==> src/sv/smau_pkg.sv <==
// Shared types, constants and helper functions for the square matrix arithmetic unit.
// No dependencies; every other file in this folder depends on this package.
package smau_pkg;

    // Matrix dimension and derived widths.
    localparam int DIM    = 4;
    localparam int IDX_W  = (DIM > 1) ? $clog2(DIM) : 1;
    localparam int ELEM_N = DIM * DIM;
    localparam int ADDR_W = (ELEM_N > 1) ? $clog2(ELEM_N) : 1;

    // Field widths of the item payloads.
    localparam int VAL_W  = 16;
    localparam int CMD_W  = 3;
    localparam int POS_W  = 2;

    // Accumulator holds a sum of DIM full-precision Q16.16 products.
    localparam int ACC_W  = 2 * VAL_W + IDX_W + 1;
    localparam int FRAC_W = 8;

    localparam logic signed [ACC_W-1:0] SAT_MAX = ACC_W'(32767);
    localparam logic signed [ACC_W-1:0] SAT_MIN = ACC_W'(-32768);

    typedef enum logic [CMD_W-1:0] {
        CMD_LOAD_A = 3'd0,
        CMD_LOAD_B = 3'd1,
        CMD_SCALE  = 3'd2,
        CMD_ADD    = 3'd3,
        CMD_MULT   = 3'd4,
        CMD_TRACE  = 3'd5,
        CMD_READ_A = 3'd6
    } cmd_t;

    typedef enum logic [2:0] {
        ST_IDLE,
        ST_ISSUE,
        ST_DRAIN,
        ST_FINISH,
        ST_EMIT
    } state_t;

    typedef enum logic [1:0] {
        MAC_MUL,
        MAC_ADD,
        MAC_PASS
    } mac_op_t;

    typedef struct packed {
        logic    issue;
        logic    clear;
        mac_op_t op;
    } mac_ctrl_t;

    typedef struct packed {
        logic                     a_we;
        logic                     b_we;
        logic [ADDR_W-1:0]        addr;
        logic signed [VAL_W-1:0]  data;
    } wr_req_t;

    function automatic logic [ADDR_W-1:0] elem_addr(input logic [IDX_W-1:0] r,
                                                    input logic [IDX_W-1:0] c);
        return ADDR_W'(int'(r) * DIM + int'(c));
    endfunction

    function automatic logic signed [VAL_W-1:0] sat16(input logic signed [ACC_W-1:0] x);
        logic signed [VAL_W-1:0] res;
        if (x > SAT_MAX)
            res = VAL_W'(SAT_MAX);
        else if (x < SAT_MIN)
            res = VAL_W'(SAT_MIN);
        else
            res = x[VAL_W-1:0];
        return res;
    endfunction

endpackage

==> src/sv/smau_if.sv <==
// Valid/ready channel interfaces for command items and result items.
// Depends on smau_pkg for the payload widths.
interface smau_cmd_if;
    logic                                  valid;
    logic                                  ready;
    logic [smau_pkg::CMD_W-1:0]            command;
    logic [smau_pkg::POS_W-1:0]            row_index;
    logic [smau_pkg::POS_W-1:0]            col_index;
    logic signed [smau_pkg::VAL_W-1:0]     operand;

    modport source (output valid, command, row_index, col_index, operand, input ready);
    modport sink   (input valid, command, row_index, col_index, operand, output ready);
endinterface

interface smau_res_if;
    logic                                  valid;
    logic                                  ready;
    logic signed [smau_pkg::VAL_W-1:0]     out_value;
    logic [smau_pkg::POS_W-1:0]            out_row;
    logic [smau_pkg::POS_W-1:0]            out_col;
    logic                                  last_item;

    modport source (output valid, out_value, out_row, out_col, last_item, input ready);
    modport sink   (input valid, out_value, out_row, out_col, last_item, output ready);
endinterface

==> src/sv/smau_store.sv <==
// Register storage for matrices A and B, cleared at reset, one write port
// and one combinational read port per matrix. Depends on smau_pkg.
module smau_store (
    input  logic                              clk,
    input  logic                              rst_n,
    input  smau_pkg::wr_req_t                 wr,
    input  logic [smau_pkg::ADDR_W-1:0]       a_raddr,
    input  logic [smau_pkg::ADDR_W-1:0]       b_raddr,
    output logic signed [smau_pkg::VAL_W-1:0] a_rdata,
    output logic signed [smau_pkg::VAL_W-1:0] b_rdata
);
    import smau_pkg::*;

    logic signed [VAL_W-1:0] a_mem_reg [ELEM_N];
    logic signed [VAL_W-1:0] b_mem_reg [ELEM_N];

    always_ff @(posedge clk or negedge rst_n)
    begin
        if (!rst_n)
        begin
            for (int n = 0; n < ELEM_N; n++)
            begin
                a_mem_reg[n] <= '0;
                b_mem_reg[n] <= '0;
            end
        end
        else
        begin
            if (wr.a_we)
                a_mem_reg[wr.addr] <= wr.data;
            if (wr.b_we)
                b_mem_reg[wr.addr] <= wr.data;
        end
    end

    assign a_rdata = a_mem_reg[a_raddr];
    assign b_rdata = b_mem_reg[b_raddr];

endmodule

==> src/sv/smau_mac.sv <==
// Shared two-stage arithmetic unit: a registered multiply, add or pass term,
// then an accumulator with optional floor shift by 8 and saturation. Depends on smau_pkg.
module smau_mac (
    input  logic                              clk,
    input  logic                              rst_n,
    input  smau_pkg::mac_ctrl_t               ctrl,
    input  logic signed [smau_pkg::VAL_W-1:0] opa,
    input  logic signed [smau_pkg::VAL_W-1:0] opb,
    input  logic                              shift8,
    output logic signed [smau_pkg::VAL_W-1:0] result
);
    import smau_pkg::*;

    logic signed [2*VAL_W-1:0] prod;
    logic signed [VAL_W:0]     sum;
    logic signed [ACC_W-1:0]   term_next;
    logic signed [ACC_W-1:0]   term_reg;
    logic                      term_valid_reg;
    logic                      clear_reg;
    logic signed [ACC_W-1:0]   acc_next;
    logic signed [ACC_W-1:0]   acc_reg;

    assign prod = opa * opb;
    assign sum  = (VAL_W+1)'(opa) + (VAL_W+1)'(opb);

    always_comb
    begin
        case (ctrl.op)
            MAC_MUL:  term_next = ACC_W'(prod);
            MAC_ADD:  term_next = ACC_W'(sum);
            MAC_PASS: term_next = ACC_W'(opa);
            default:  term_next = ACC_W'(opa);
        endcase
    end

    always_ff @(posedge clk or negedge rst_n)
    begin
        if (!rst_n)
        begin
            term_valid_reg <= 1'b0;
            clear_reg      <= 1'b0;
        end
        else
        begin
            term_valid_reg <= ctrl.issue;
            clear_reg      <= ctrl.clear;
        end
    end

    always_ff @(posedge clk)
    begin
        term_reg <= term_next;
        if (term_valid_reg)
            acc_reg <= acc_next;
    end

    assign acc_next = clear_reg ? term_reg : acc_reg + term_reg;

    // The arithmetic shift rounds toward minus infinity, as the Q8.8 format needs.
    assign result = sat16(shift8 ? (acc_reg >>> FRAC_W) : acc_reg);

endmodule

==> src/sv/square_matrix_arith_unit.sv <==
// Loads write the store directly; read, trace and multiply results wait on the result
// channel, which can stall them.
// Throughput: one command at a time; the single shared multiply-accumulate unit runs
// one term a cycle; each result element then waits in the drain state for it to empty.
// Reset (rst_n, asynchronous, active low) clears both matrices to zero and the sequencer
// to idle; no clearing pass is needed.
module square_matrix_arith_unit (
    input  logic         clk,
    input  logic         rst_n,
    smau_cmd_if.sink     cmd_ch,
    smau_res_if.source   res_ch
);
    import smau_pkg::*;

    state_t                  state_reg, state_next;
    logic [CMD_W-1:0]        cmd_reg, cmd_next;
    logic signed [VAL_W-1:0] operand_reg, operand_next;
    logic [IDX_W-1:0]        i_reg, i_next;
    logic [IDX_W-1:0]        j_reg, j_next;
    logic [IDX_W-1:0]        k_reg, k_next;
    logic signed [VAL_W-1:0] out_value_reg, out_value_next;
    logic [POS_W-1:0]        out_row_reg, out_row_next;
    logic [POS_W-1:0]        out_col_reg, out_col_next;
    logic                    out_last_reg, out_last_next;

    logic                    accept;
    logic                    in_inside;
    logic [ADDR_W-1:0]       in_addr;
    logic                    single_term;
    logic                    k_last;
    logic                    elem_last;
    logic [ADDR_W-1:0]       a_raddr, b_raddr;
    logic signed [VAL_W-1:0] a_rdata, b_rdata;
    logic signed [VAL_W-1:0] opb;
    logic signed [VAL_W-1:0] mac_result;
    logic                    shift8;
    mac_ctrl_t               mac_ctrl;
    wr_req_t                 wr;

    assign accept    = cmd_ch.valid && cmd_ch.ready;
    assign in_inside = (int'(cmd_ch.row_index) < DIM) && (int'(cmd_ch.col_index) < DIM);
    assign in_addr   = elem_addr(IDX_W'(cmd_ch.row_index), IDX_W'(cmd_ch.col_index));

    assign single_term = (cmd_reg == CMD_SCALE) || (cmd_reg == CMD_ADD);
    assign k_last      = single_term || (k_reg == IDX_W'(DIM - 1));
    assign elem_last   = (cmd_reg == CMD_TRACE) ||
                         ((i_reg == IDX_W'(DIM - 1)) && (j_reg == IDX_W'(DIM - 1)));
    assign shift8      = (cmd_reg == CMD_MULT) || (cmd_reg == CMD_SCALE);

    smau_store u_store (
        .clk     (clk),
        .rst_n   (rst_n),
        .wr      (wr),
        .a_raddr (a_raddr),
        .b_raddr (b_raddr),
        .a_rdata (a_rdata),
        .b_rdata (b_rdata)
    );

    smau_mac u_mac (
        .clk    (clk),
        .rst_n  (rst_n),
        .ctrl   (mac_ctrl),
        .opa    (a_rdata),
        .opb    (opb),
        .shift8 (shift8),
        .result (mac_result)
    );

    // Operand addressing and multiply-accumulate control for the term being issued.
    always_comb
    begin
        if (state_reg == ST_IDLE)
            a_raddr = in_addr;
        else
        begin
            case (cmd_reg)
                CMD_MULT:  a_raddr = elem_addr(i_reg, k_reg);
                CMD_TRACE: a_raddr = elem_addr(k_reg, k_reg);
                default:   a_raddr = elem_addr(i_reg, j_reg);
            endcase
        end

        case (cmd_reg)
            CMD_MULT: b_raddr = elem_addr(k_reg, j_reg);
            default:  b_raddr = elem_addr(i_reg, j_reg);
        endcase

        opb = (cmd_reg == CMD_SCALE) ? operand_reg : b_rdata;

        mac_ctrl.issue = (state_reg == ST_ISSUE);
        mac_ctrl.clear = (k_reg == '0);
        case (cmd_reg)
            CMD_MULT:  mac_ctrl.op = MAC_MUL;
            CMD_SCALE: mac_ctrl.op = MAC_MUL;
            CMD_ADD:   mac_ctrl.op = MAC_ADD;
            default:   mac_ctrl.op = MAC_PASS;
        endcase
    end

    always_ff @(posedge clk or negedge rst_n)
    begin
        if (!rst_n)
        begin
            state_reg <= ST_IDLE;
            cmd_reg   <= '0;
            i_reg     <= '0;
            j_reg     <= '0;
            k_reg     <= '0;
        end
        else
        begin
            state_reg <= state_next;
            cmd_reg   <= cmd_next;
            i_reg     <= i_next;
            j_reg     <= j_next;
            k_reg     <= k_next;
        end
    end

    always_ff @(posedge clk)
    begin
        operand_reg   <= operand_next;
        out_value_reg <= out_value_next;
        out_row_reg   <= out_row_next;
        out_col_reg   <= out_col_next;
        out_last_reg  <= out_last_next;
    end

    always_comb
    begin
        state_next     = state_reg;
        cmd_next       = cmd_reg;
        operand_next   = operand_reg;
        i_next         = i_reg;
        j_next         = j_reg;
        k_next         = k_reg;
        out_value_next = out_value_reg;
        out_row_next   = out_row_reg;
        out_col_next   = out_col_reg;
        out_last_next  = out_last_reg;
        wr.a_we        = 1'b0;
        wr.b_we        = 1'b0;
        wr.addr        = in_addr;
        wr.data        = cmd_ch.operand;

        case (state_reg)
            ST_IDLE:
            begin
                if (accept)
                begin
                    case (cmd_ch.command)
                        CMD_LOAD_A:
                            wr.a_we = in_inside;
                        CMD_LOAD_B:
                            wr.b_we = in_inside;
                        CMD_SCALE, CMD_ADD, CMD_MULT, CMD_TRACE:
                        begin
                            cmd_next     = cmd_ch.command;
                            operand_next = cmd_ch.operand;
                            i_next       = '0;
                            j_next       = '0;
                            k_next       = '0;
                            state_next   = ST_ISSUE;
                        end
                        CMD_READ_A:
                        begin
                            out_value_next = in_inside ? a_rdata : '0;
                            out_row_next   = cmd_ch.row_index;
                            out_col_next   = cmd_ch.col_index;
                            out_last_next  = 1'b1;
                            state_next     = ST_EMIT;
                        end
                        default:
                            state_next = ST_IDLE;
                    endcase
                end
            end

            ST_ISSUE:
            begin
                if (k_last)
                begin
                    k_next     = '0;
                    state_next = ST_DRAIN;
                end
                else
                    k_next = k_reg + 1'b1;
            end

            ST_DRAIN:
                state_next = ST_FINISH;

            ST_FINISH:
            begin
                if (single_term)
                begin
                    // Scale and add write the element back in place and move on.
                    wr.a_we = 1'b1;
                    wr.addr = elem_addr(i_reg, j_reg);
                    wr.data = mac_result;
                    if (elem_last)
                        state_next = ST_IDLE;
                    else
                    begin
                        state_next = ST_ISSUE;
                        if (j_reg == IDX_W'(DIM - 1))
                        begin
                            j_next = '0;
                            i_next = i_reg + 1'b1;
                        end
                        else
                            j_next = j_reg + 1'b1;
                    end
                end
                else
                begin
                    out_value_next = mac_result;
                    out_row_next   = (cmd_reg == CMD_TRACE) ? '0 : POS_W'(i_reg);
                    out_col_next   = (cmd_reg == CMD_TRACE) ? '0 : POS_W'(j_reg);
                    out_last_next  = elem_last;
                    state_next     = ST_EMIT;
                end
            end

            ST_EMIT:
            begin
                if (res_ch.ready)
                begin
                    if (out_last_reg)
                        state_next = ST_IDLE;
                    else
                    begin
                        state_next = ST_ISSUE;
                        if (j_reg == IDX_W'(DIM - 1))
                        begin
                            j_next = '0;
                            i_next = i_reg + 1'b1;
                        end
                        else
                            j_next = j_reg + 1'b1;
                    end
                end
            end

            default:
                state_next = ST_IDLE;
        endcase
    end

    assign cmd_ch.ready     = (state_reg == ST_IDLE);
    assign res_ch.valid     = (state_reg == ST_EMIT);
    assign res_ch.out_value = out_value_reg;
    assign res_ch.out_row   = out_row_reg;
    assign res_ch.out_col   = out_col_reg;
    assign res_ch.last_item = out_last_reg;

    // The final result of a command returns the block to taking items.
    a_last_frees: assert property (@(posedge clk) disable iff (!rst_n)
        res_ch.valid && res_ch.ready && res_ch.last_item |=> cmd_ch.ready)
        else $error("block not ready after the last result item");

    // A read produces exactly one flagged result in the next cycle.
    a_read_result: assert property (@(posedge clk) disable iff (!rst_n)
        accept && (cmd_ch.command == CMD_READ_A) |=> res_ch.valid && res_ch.last_item)
        else $error("read command did not present its result item");

    // The accumulator is only used once the pipeline has drained.
    a_drain_order: assert property (@(posedge clk) disable iff (!rst_n)
        (state_reg == ST_DRAIN) |=> (state_reg == ST_FINISH))
        else $error("sequencer skipped the finish step after draining");

endmodule

==> src/flat_wrapper.sv <==
// flat-port wrapper written by rule: the top's interface ports become plain ports
module square_matrix_arith_unit_flat import smau_pkg::*;
  (clk, rst_n, cmd_ch_valid, cmd_ch_command, cmd_ch_row_index, cmd_ch_col_index, cmd_ch_operand, cmd_ch_ready, res_ch_valid, res_ch_out_value, res_ch_out_row, res_ch_out_col, res_ch_last_item, res_ch_ready);
  smau_cmd_if cmd_ch_i ();
  smau_res_if res_ch_i ();
  input  logic clk;
  input  logic rst_n;
  input wire logic [$bits(cmd_ch_i.valid)-1:0] cmd_ch_valid;
  input wire logic [$bits(cmd_ch_i.command)-1:0] cmd_ch_command;
  input wire logic [$bits(cmd_ch_i.row_index)-1:0] cmd_ch_row_index;
  input wire logic [$bits(cmd_ch_i.col_index)-1:0] cmd_ch_col_index;
  input wire logic [$bits(cmd_ch_i.operand)-1:0] cmd_ch_operand;
  output wire logic [$bits(cmd_ch_i.ready)-1:0] cmd_ch_ready;
  output wire logic [$bits(res_ch_i.valid)-1:0] res_ch_valid;
  output wire logic [$bits(res_ch_i.out_value)-1:0] res_ch_out_value;
  output wire logic [$bits(res_ch_i.out_row)-1:0] res_ch_out_row;
  output wire logic [$bits(res_ch_i.out_col)-1:0] res_ch_out_col;
  output wire logic [$bits(res_ch_i.last_item)-1:0] res_ch_last_item;
  input wire logic [$bits(res_ch_i.ready)-1:0] res_ch_ready;
  assign cmd_ch_i.valid = cmd_ch_valid;
  assign cmd_ch_i.command = cmd_ch_command;
  assign cmd_ch_i.row_index = cmd_ch_row_index;
  assign cmd_ch_i.col_index = cmd_ch_col_index;
  assign cmd_ch_i.operand = cmd_ch_operand;
  assign cmd_ch_ready = cmd_ch_i.ready;
  assign res_ch_valid = res_ch_i.valid;
  assign res_ch_out_value = res_ch_i.out_value;
  assign res_ch_out_row = res_ch_i.out_row;
  assign res_ch_out_col = res_ch_i.out_col;
  assign res_ch_last_item = res_ch_i.last_item;
  assign res_ch_i.ready = res_ch_ready;
  square_matrix_arith_unit u_core (.clk(clk), .rst_n(rst_n), .cmd_ch(cmd_ch_i), .res_ch(res_ch_i));
endmodule
==> config.mk <==
export PLATFORM = sky130hd
export DESIGN_NAME = square_matrix_arith_unit_flat
export DESIGN_NICKNAME = d
export VERILOG_FILES = /design/src/sv/smau_pkg.sv /design/src/sv/smau_if.sv /design/src/sv/smau_store.sv /design/src/sv/smau_mac.sv /design/src/sv/square_matrix_arith_unit.sv /design/src/flat_wrapper.sv
export SDC_FILE = /design/constraint.sdc
export NUM_CORES = 2
export LEC_CHECK = 0
export BUFFER_PORTS_ARGS = -buffer_cell sky130_fd_sc_hd__buf_4
export CAP_MARGIN = 25
export CELL_PAD_IN_SITES_DETAIL_PLACEMENT = 1
export CELL_PAD_IN_SITES_GLOBAL_PLACEMENT = 2
export CORE_MARGIN = 3
export CORE_UTILIZATION = 43
export CTS_CLUSTER_SIZE = 8
export DETAILED_ROUTE_END_ITERATION = 6
export PLACE_DENSITY = 0.9
export RECOVER_POWER = 50
export SYNTH_ARGS = -nofsm -noshare
export SYNTH_HDL_FRONTEND = slang
export SYNTH_SLANG_ARGS = --single-unit
==> constraint.sdc <==
create_clock -name clk -period 9.2 [get_ports clk]
set_clock_uncertainty 0.05 [all_clocks]
set_input_delay 1.84 -clock clk [delete_from_list [all_inputs] [get_ports clk]]
set_output_delay 1.84 -clock clk [all_outputs]
set_load 0.005 [all_outputs]
# Yosys cells after proc, flatten, opt, wreduce, memory -nomap -nowiden
# Cells that the tools add are included.
# totals
regBits	633
in_bits	27
out_inout_bits	23
word_cells	186
# classes
add_sub_neg	10
mul	1
n_lt_le_gt_ge	6
eq_ne	28
mux	70
n_bitwise	3
n_reduce_logical	22
# ops
cell	n
bitwise mux 256 bit	2
two-way mux 16 bit	11
binary-select mux 16 bit (select 4 bit)	2
one-hot mux 35 bit (2 select lines)	1
demux 16 bit (select 4 bit)	1
two-way mux 2 bit	22
two-way mux 20 bit	2
adder 35 bit	1
greater-than comparator 35 x 16 -> 1 bit (second input constant)	1
< comparator 35 x 16 -> 1 bit (second input constant)	1
two-way mux 35 bit	1
two-way mux 34 bit	1
multiplier 16 x 16 -> 32 bit	1
one-hot mux 16 bit (2 select lines)	1
adder 4 x 2 -> 4 bit	5
equality test 3 x 2 -> 1 bit (second input constant)	6
equality test 3 bit (second input constant)	6
adder 16 x 16 -> 17 bit	1
one-hot mux 2 bit (2 select lines)	4
greater-or-equal comparator 5 bit (second input constant)	3
NOT 4 -> 5 bit	3
one-hot mux 3 bit (5 select lines)	1
!= test 2 bit (second input constant)	7
two-way mux 3 bit	4
other kinds (23)	52

# Longest topological paths before layout
# depth
depth_word	14
ltp_mapped	37
mapped_depth_nobuf	32

# Hierarchy
# A second synthesis with hierarchy kept.
# hier_totals
hier_cells	3362
hier_area_um2	40836.7
# by_module_without_submodules
module	instances	cells_each	area_per_inst_um2	seq_area_each_um2
smau_store	1	1432	23128.4	12812.3
smau_mac	1	1679	14969.4	1741.7
square_matrix_arith_unit	1	251	2738.9	1411.4

# Least setup slack after synthesis
# Ideal clock, no wire load.
# synth_timing
kind	in2reg
startpoint	in cmd_ch_col_index[0]
endpoint	reg u_core.u_mac.term_reg[30]
setup_time_ps	132
t_arrival_ps	8665
t_required_ps	9018
slack_ps	353
path_stages	31
n_path_buf	4
path_cell_list	mux2i_1 -> buf_4 -> buf_6 -> buf_4 -> mux4_2 -> mux2i_1 -> nor2_1 -> a21oi_1 -> buf_2 -> nor2_1 -> fa_1 -> inv_1 -> fa_1 -> fa_1 -> inv_1 -> fa_1 -> fa_1 -> inv_1 -> fa_1 -> inv_1 -> ha_1 -> o21a_1 -> o21ai_0 -> nor2_1 -> a211oi_1 -> nor2_1 -> a21oi_1 -> o2111ai_1 -> a21oi_1 -> xor2_1 -> o21ai_0
# synth_via
elab_chain_len	8
# synth_lines
item	line	text
from (decl)	flat_wrapper.sv:11	input wire logic [$bits(cmd_ch_i.col_index)-1:0] cmd_ch_col_index;
adder 4 x 2 -> 4 bit (*)	smau_pkg.sv:62	return ADDR_W'(int'(r) * DIM + int'(c));
two-way mux 4 bit (*)	square_matrix_arith_unit.sv:73	if (state_reg == ST_IDLE)
NOT 4 -> 5 bit (implied by the code) (*)	smau_store.sv:36	assign a_rdata = a_mem_reg[a_raddr];
binary-select mux 16 bit (select 4 bit) (*)	smau_store.sv:36	
two-way mux 16 bit (implied by the code) (*) (2 in a row)	smau_store.sv:36	
multiplier 16 x 16 -> 32 bit or adder 16 x 16 -> 17 bit (tied branches)	smau_mac.sv:23, smau_mac.sv:24	
one-hot mux 35 bit (2 select lines) (*)	smau_mac.sv:28	case (ctrl.op)
via u_core.u_mac.term_next[30]	smau_mac.sv:16	logic signed [ACC_W-1:0] term_next;
to (signal assigned)	smau_mac.sv:52	term_reg <= term_next;
to (decl)	smau_mac.sv:17	logic signed [ACC_W-1:0] term_reg;
# Mark *: on every way through the listed nets, which the timed path passes. The rest lies on a longest branch. The select of a mux whose other input is x is not followed.
# A chain may end at the register's enable or synchronous reset.

# Worst setup path after layout
# layout_timing
startpoint	reg u_core.cmd_reg[1]
endpoint	reg u_core.u_mac.term_reg[28]
# layout_via
elab_chain_len	9
# layout_lines
item	line	text
from (decl)	square_matrix_arith_unit.sv:16	logic [CMD_W-1:0] cmd_reg, cmd_next;
from (signal assigned)	square_matrix_arith_unit.sv:114	cmd_reg <= cmd_next;
equality test 3 bit (on tied branches)	square_matrix_arith_unit.sv:77, square_matrix_arith_unit.sv:84, square_matrix_arith_unit.sv:93	
one-hot mux 4 bit (2 select lines) or two-way mux 4 bit (tied branches)	square_matrix_arith_unit.sv:77, square_matrix_arith_unit.sv:84	
two-way mux 4 bit or NOT 4 -> 5 bit (tied branches)	square_matrix_arith_unit.sv:73, smau_store.sv:37	
NOT 4 -> 5 bit (implied by the code) or binary-select mux 16 bit (select 4 bit) (tied branches)	smau_store.sv:36, smau_store.sv:37	
binary-select mux 16 bit (select 4 bit) or two-way mux 16 bit (tied branches)	smau_store.sv:36, smau_store.sv:37	
two-way mux 16 bit (on tied branches)	smau_store.sv:36, smau_store.sv:37	
two-way mux 16 bit (on tied branches)	smau_store.sv:36, square_matrix_arith_unit.sv:89	
multiplier 16 x 16 -> 32 bit or adder 16 x 16 -> 17 bit (tied branches)	smau_mac.sv:23, smau_mac.sv:24	
one-hot mux 35 bit (2 select lines) (*)	smau_mac.sv:28	
via u_core.u_mac.term_next[28]	smau_mac.sv:16	
# Marks and branches as above.

==> summary.md <==
| Metric | Value |
|---|---|
| CTS clk-pin slew, worst paths | 50 ps |
| Largest buffer count on any clock path | 3 |
| Largest net degree at the start of global routing | 130 |
| Fmax | 0.1148 GHz |
| Hold WC Path Type | reg -> reg |
| CP most frequent cell | fa_1 |
| DP Cell Count | 5,132 |
| Leakage | 21.02 nW |
| Ports | 50 |
| Setup WS pre-CTS | -161.3 ps |
| Routed via count | 30,119 |
| Grt ovf | 0 |
| Max Cap Viol | 9 |
| Core Area | 0.09070 mm2 |
| Clock Latency Late Sink | 690 ps |
| Clock sink total | 630 |
| Initial antenna violation count | 5 |
| PwrDens | 245.3 mW/mm2 |
| Worst-margin pin slew | 5948 ps |
| Placed wire-length estimate | 90,730 um |
| Setup-failing EPs final | 0 |
| Outcome | complete, but fails checks |
| Top_reg_cell synth | dfrtp_1 |
| Number of remaining DRC errors | 0 |
| Fin cells | 5,262 |
| Worst reg-to-reg path cell count | 31 |
| Routed len/inst | 24.35 um |
| Ranking of synthesized cells by area | dfrtp_1 33%, fa_1 13%, mux4_2 8.0%, o21ai_0 7.3%, nand2_1 6.5% |
| Floorplan row count | 110 |
| Root Buffer | clkbuf_16 |
| Vias in the first global route | 33,366 |
| First-pass GRT wire length | 198,700 um |
| Post-synth cell types | 72 |
| Die area | 0.09590 mm2 |
| Rel. slew slack | -296.5% |
| Crit share post-route | 94.70% |
| # fillers | 9,878 |
| Synth top area share | 33.19% |
| H-tree levels | 3 |
| Critical Path Source Type | flop |
| Worst hold slack | 424.4 ps |
| Placer Congestion | 0.9511 |
| Syn Area/Cell | 10.20 um2 |
| Initial DRC count | 2,301 |
| Synthesis-to-finish area growth | 14.71% |
| Total track usage | 27.25% |
| Top cell type by total area after synthesis | dfrtp_1 |
| Failing checks | max-capacitance violations, max-slew violations |
| Async SR Flop Fraction | 83.49% |
| VDD IR max | 0.1399 mV |
| Crit. End Element | flop |
| Crit-path max FO | 19 |
| Crit path DAT | 9140 ps |
| Total routed wirelength | 128,100 um |
| Total CTS buffers | 90 |
| Final ANT Viol Nets | 0 |
| Setup WS post-layout | 487.5 ps |
| WP data required | 9630 ps |
| Worst path max stage delay | 550 ps |
| Yosys reg bits | 630 |
| Layout cells sized above 1 | 14.76% |
| Die height | 309.7 um |
| Hold path cells | 2 |
| Slew Viols, Final | 586 |
| Worst reg2reg setup slack | 490 ps |
| PortBufs | 49 |
| Critical path class | reg -> reg |
| Vias/cell | 5.724 |
| Layout Nets | 4,484 |
| Post-synth EDFFs | 72 |
| Minimum clock period | 8713 ps |
| TritonCTS clock tree | yes |
| Synthesized Nets | 4,316 |
| Hold-fix buffers, CTS | 0 |
| Synthesized cell area | 0.03965 mm2 |
| Post-Synthesis Cells | 3,888 |
| Initial Utilization | 43.72% |
| Fin area | 0.04548 mm2 |
| Pre-antenna DRT Iters | 5 |
| RSZ-0062 raised after global routing | false |
| Synth Warn # | 0 |
| Post-DP Area | 0.04296 mm2 |
| Die Width | 309.7 um |
| Slowest cell on the critical path | fa_1 |
| Final hold violation count | 0 |
| Seq/Total Area, Yosys | 40.26% |
==> layout make-up <==
cell class,instances,area [um2],share of cell area [%]
Timing Repair Buffer,311,2590,5.694
Tap cell,1176,1471,3.235
Clock buffer,111,2372,5.216
Sequential cell,630,15970,35.11
Inverter,420,1577,3.466
Multi-Input combinational cell,2603,21340,46.92
Clock inverter,10,160.2,0.3521
Antenna cell,1,2.502,0.005502
==> logic make-up after synthesis <==
family	synth area share (%)
AO/OA/AOI/OAI	11.14
XOR/XNOR	1.767
adder cells (fa/ha/maj)	17.65
buffers and inverters	6.535
flip-flops	40.26
multiplexers	12.19
AND/OR/NAND/NOR	10.45
==> worst max-delay path: cells and delay by family, from the launching register on <==
| kind | cells | cell delay, ps |
|---|---|---|
| mux | 4 | 1740 |
| flops | 1 | 480 |
| buf+inv | 8 | 1040 |
| fa+ha+maj | 7 | 3220 |
| xor+xnor | 1 | 150 |
| compound gates | 7 | 1190 |
| simple gates | 4 | 590 |
==> through the flow <==
stage | TNS [ps] | util (%) | power (mW)
2_1_floorplan | 0 | - | 6.187
3_3_place_gp | -59.41 | 47.13 | 7.906
3_5_place_dp | -768.9 | 47.36 | 8.074
4_1_cts | 0 | 50.15 | 11.19
5_1_grt | 0 | 50.15 | 11.73
6_report | 0 | 50.15 | 11.16
==> cells in the final DEF, fill, tap and decap left out, types with 13 or more instances in the layout <==
cell,instances
dfrtp_1,524
buf_4,249
xor2_1,26
nor2_1,192
clkbuf_16,91
nor3_1,17
nand2_1,688
clkbuf_1,47
a21oi_1,83
nand3_1,19
buf_12,20
inv_1,401
xnor2_1,54
o21ai_0,579
nand2b_1,22
a22oi_1,13
edfxtp_1,72
fa_1,264
dfxtp_1,32
mux4_2,140
ha_1,137
o21ai_1,13
o21a_1,16
mux2i_1,112
mux2i_4,23
nor2b_1,15
a21o_1,23
inv_2,18
mux2_2,17
==> cells in the mapped netlist, types with 5 or more instances <==
cell type,n
nand2_1,689
o21ai_0,579
dfrtp_1,526
inv_1,401
fa_1,264
nor2_1,192
clkbuf_1,173
mux4_2,140
ha_1,137
mux2i_1,129
a21oi_1,86
edfxtp_1,72
xnor2_1,54
buf_2,37
dfxtp_1,32
xor2_1,26
a21o_1,23
nand2b_1,22
nand3_1,19
inv_2,18
mux2_2,17
nor3_1,17
o21a_1,16
nor2b_1,15
a22oi_1,13
o21ai_1,13
and2_1,12
o21bai_1,12
buf_4,11
a211oi_1,10
and3_1,10
a31oi_1,8
buf_1,8
nor4_1,8
o31ai_1,8
mux2i_4,7
nand3b_1,7
buf_6,6
or3_1,6
nand4_1,5
==> report_power, final <==
part	switching [mW]	leakage [nW]	internal [mW]	total, mW
logic	2.72	11.7	1.86	4.57
clock network	1.26	1.22	1.80	3.06
registers	0.270	8.06	3.26	3.53
total	4.25	21.0	6.91	11.2
==> metal layers <==
| metal | track usage [%] | share of wire [%] |
|---|---|---|
| met3 | 4.635 | 6.1 |
| met2 | 45.14 | 48 |
| met4 | 10.46 | 3.6 |
| met1 | 36.01 | 42 |
| met5 | 0 | 0.022 |
==> path summary, 6_finish.rpt <==
path | start | end
min reg2reg | u_core.u_store.a_mem_reg[14] | u_core.u_store.a_mem_reg[14]
max | u_core.cmd_reg[1] | u_core.u_mac.term_reg[28]
max in group asynchronous | rst_n | u_core.u_mac.clear_reg
max reg2reg | u_core.cmd_reg[1] | u_core.u_mac.term_reg[28]
min | u_core.u_store.a_mem_reg[14] | u_core.u_store.a_mem_reg[14]
min in group asynchronous | rst_n | u_core.u_store.a_mem_reg[123]
==> what timing repair did <==
action                                  4_1_cts  5_1_grt
resized for setup                             0        2
setup buffers                                 0        1
endpoints found under the setup margin        0        7
Power figures use the tool's default switching activity.
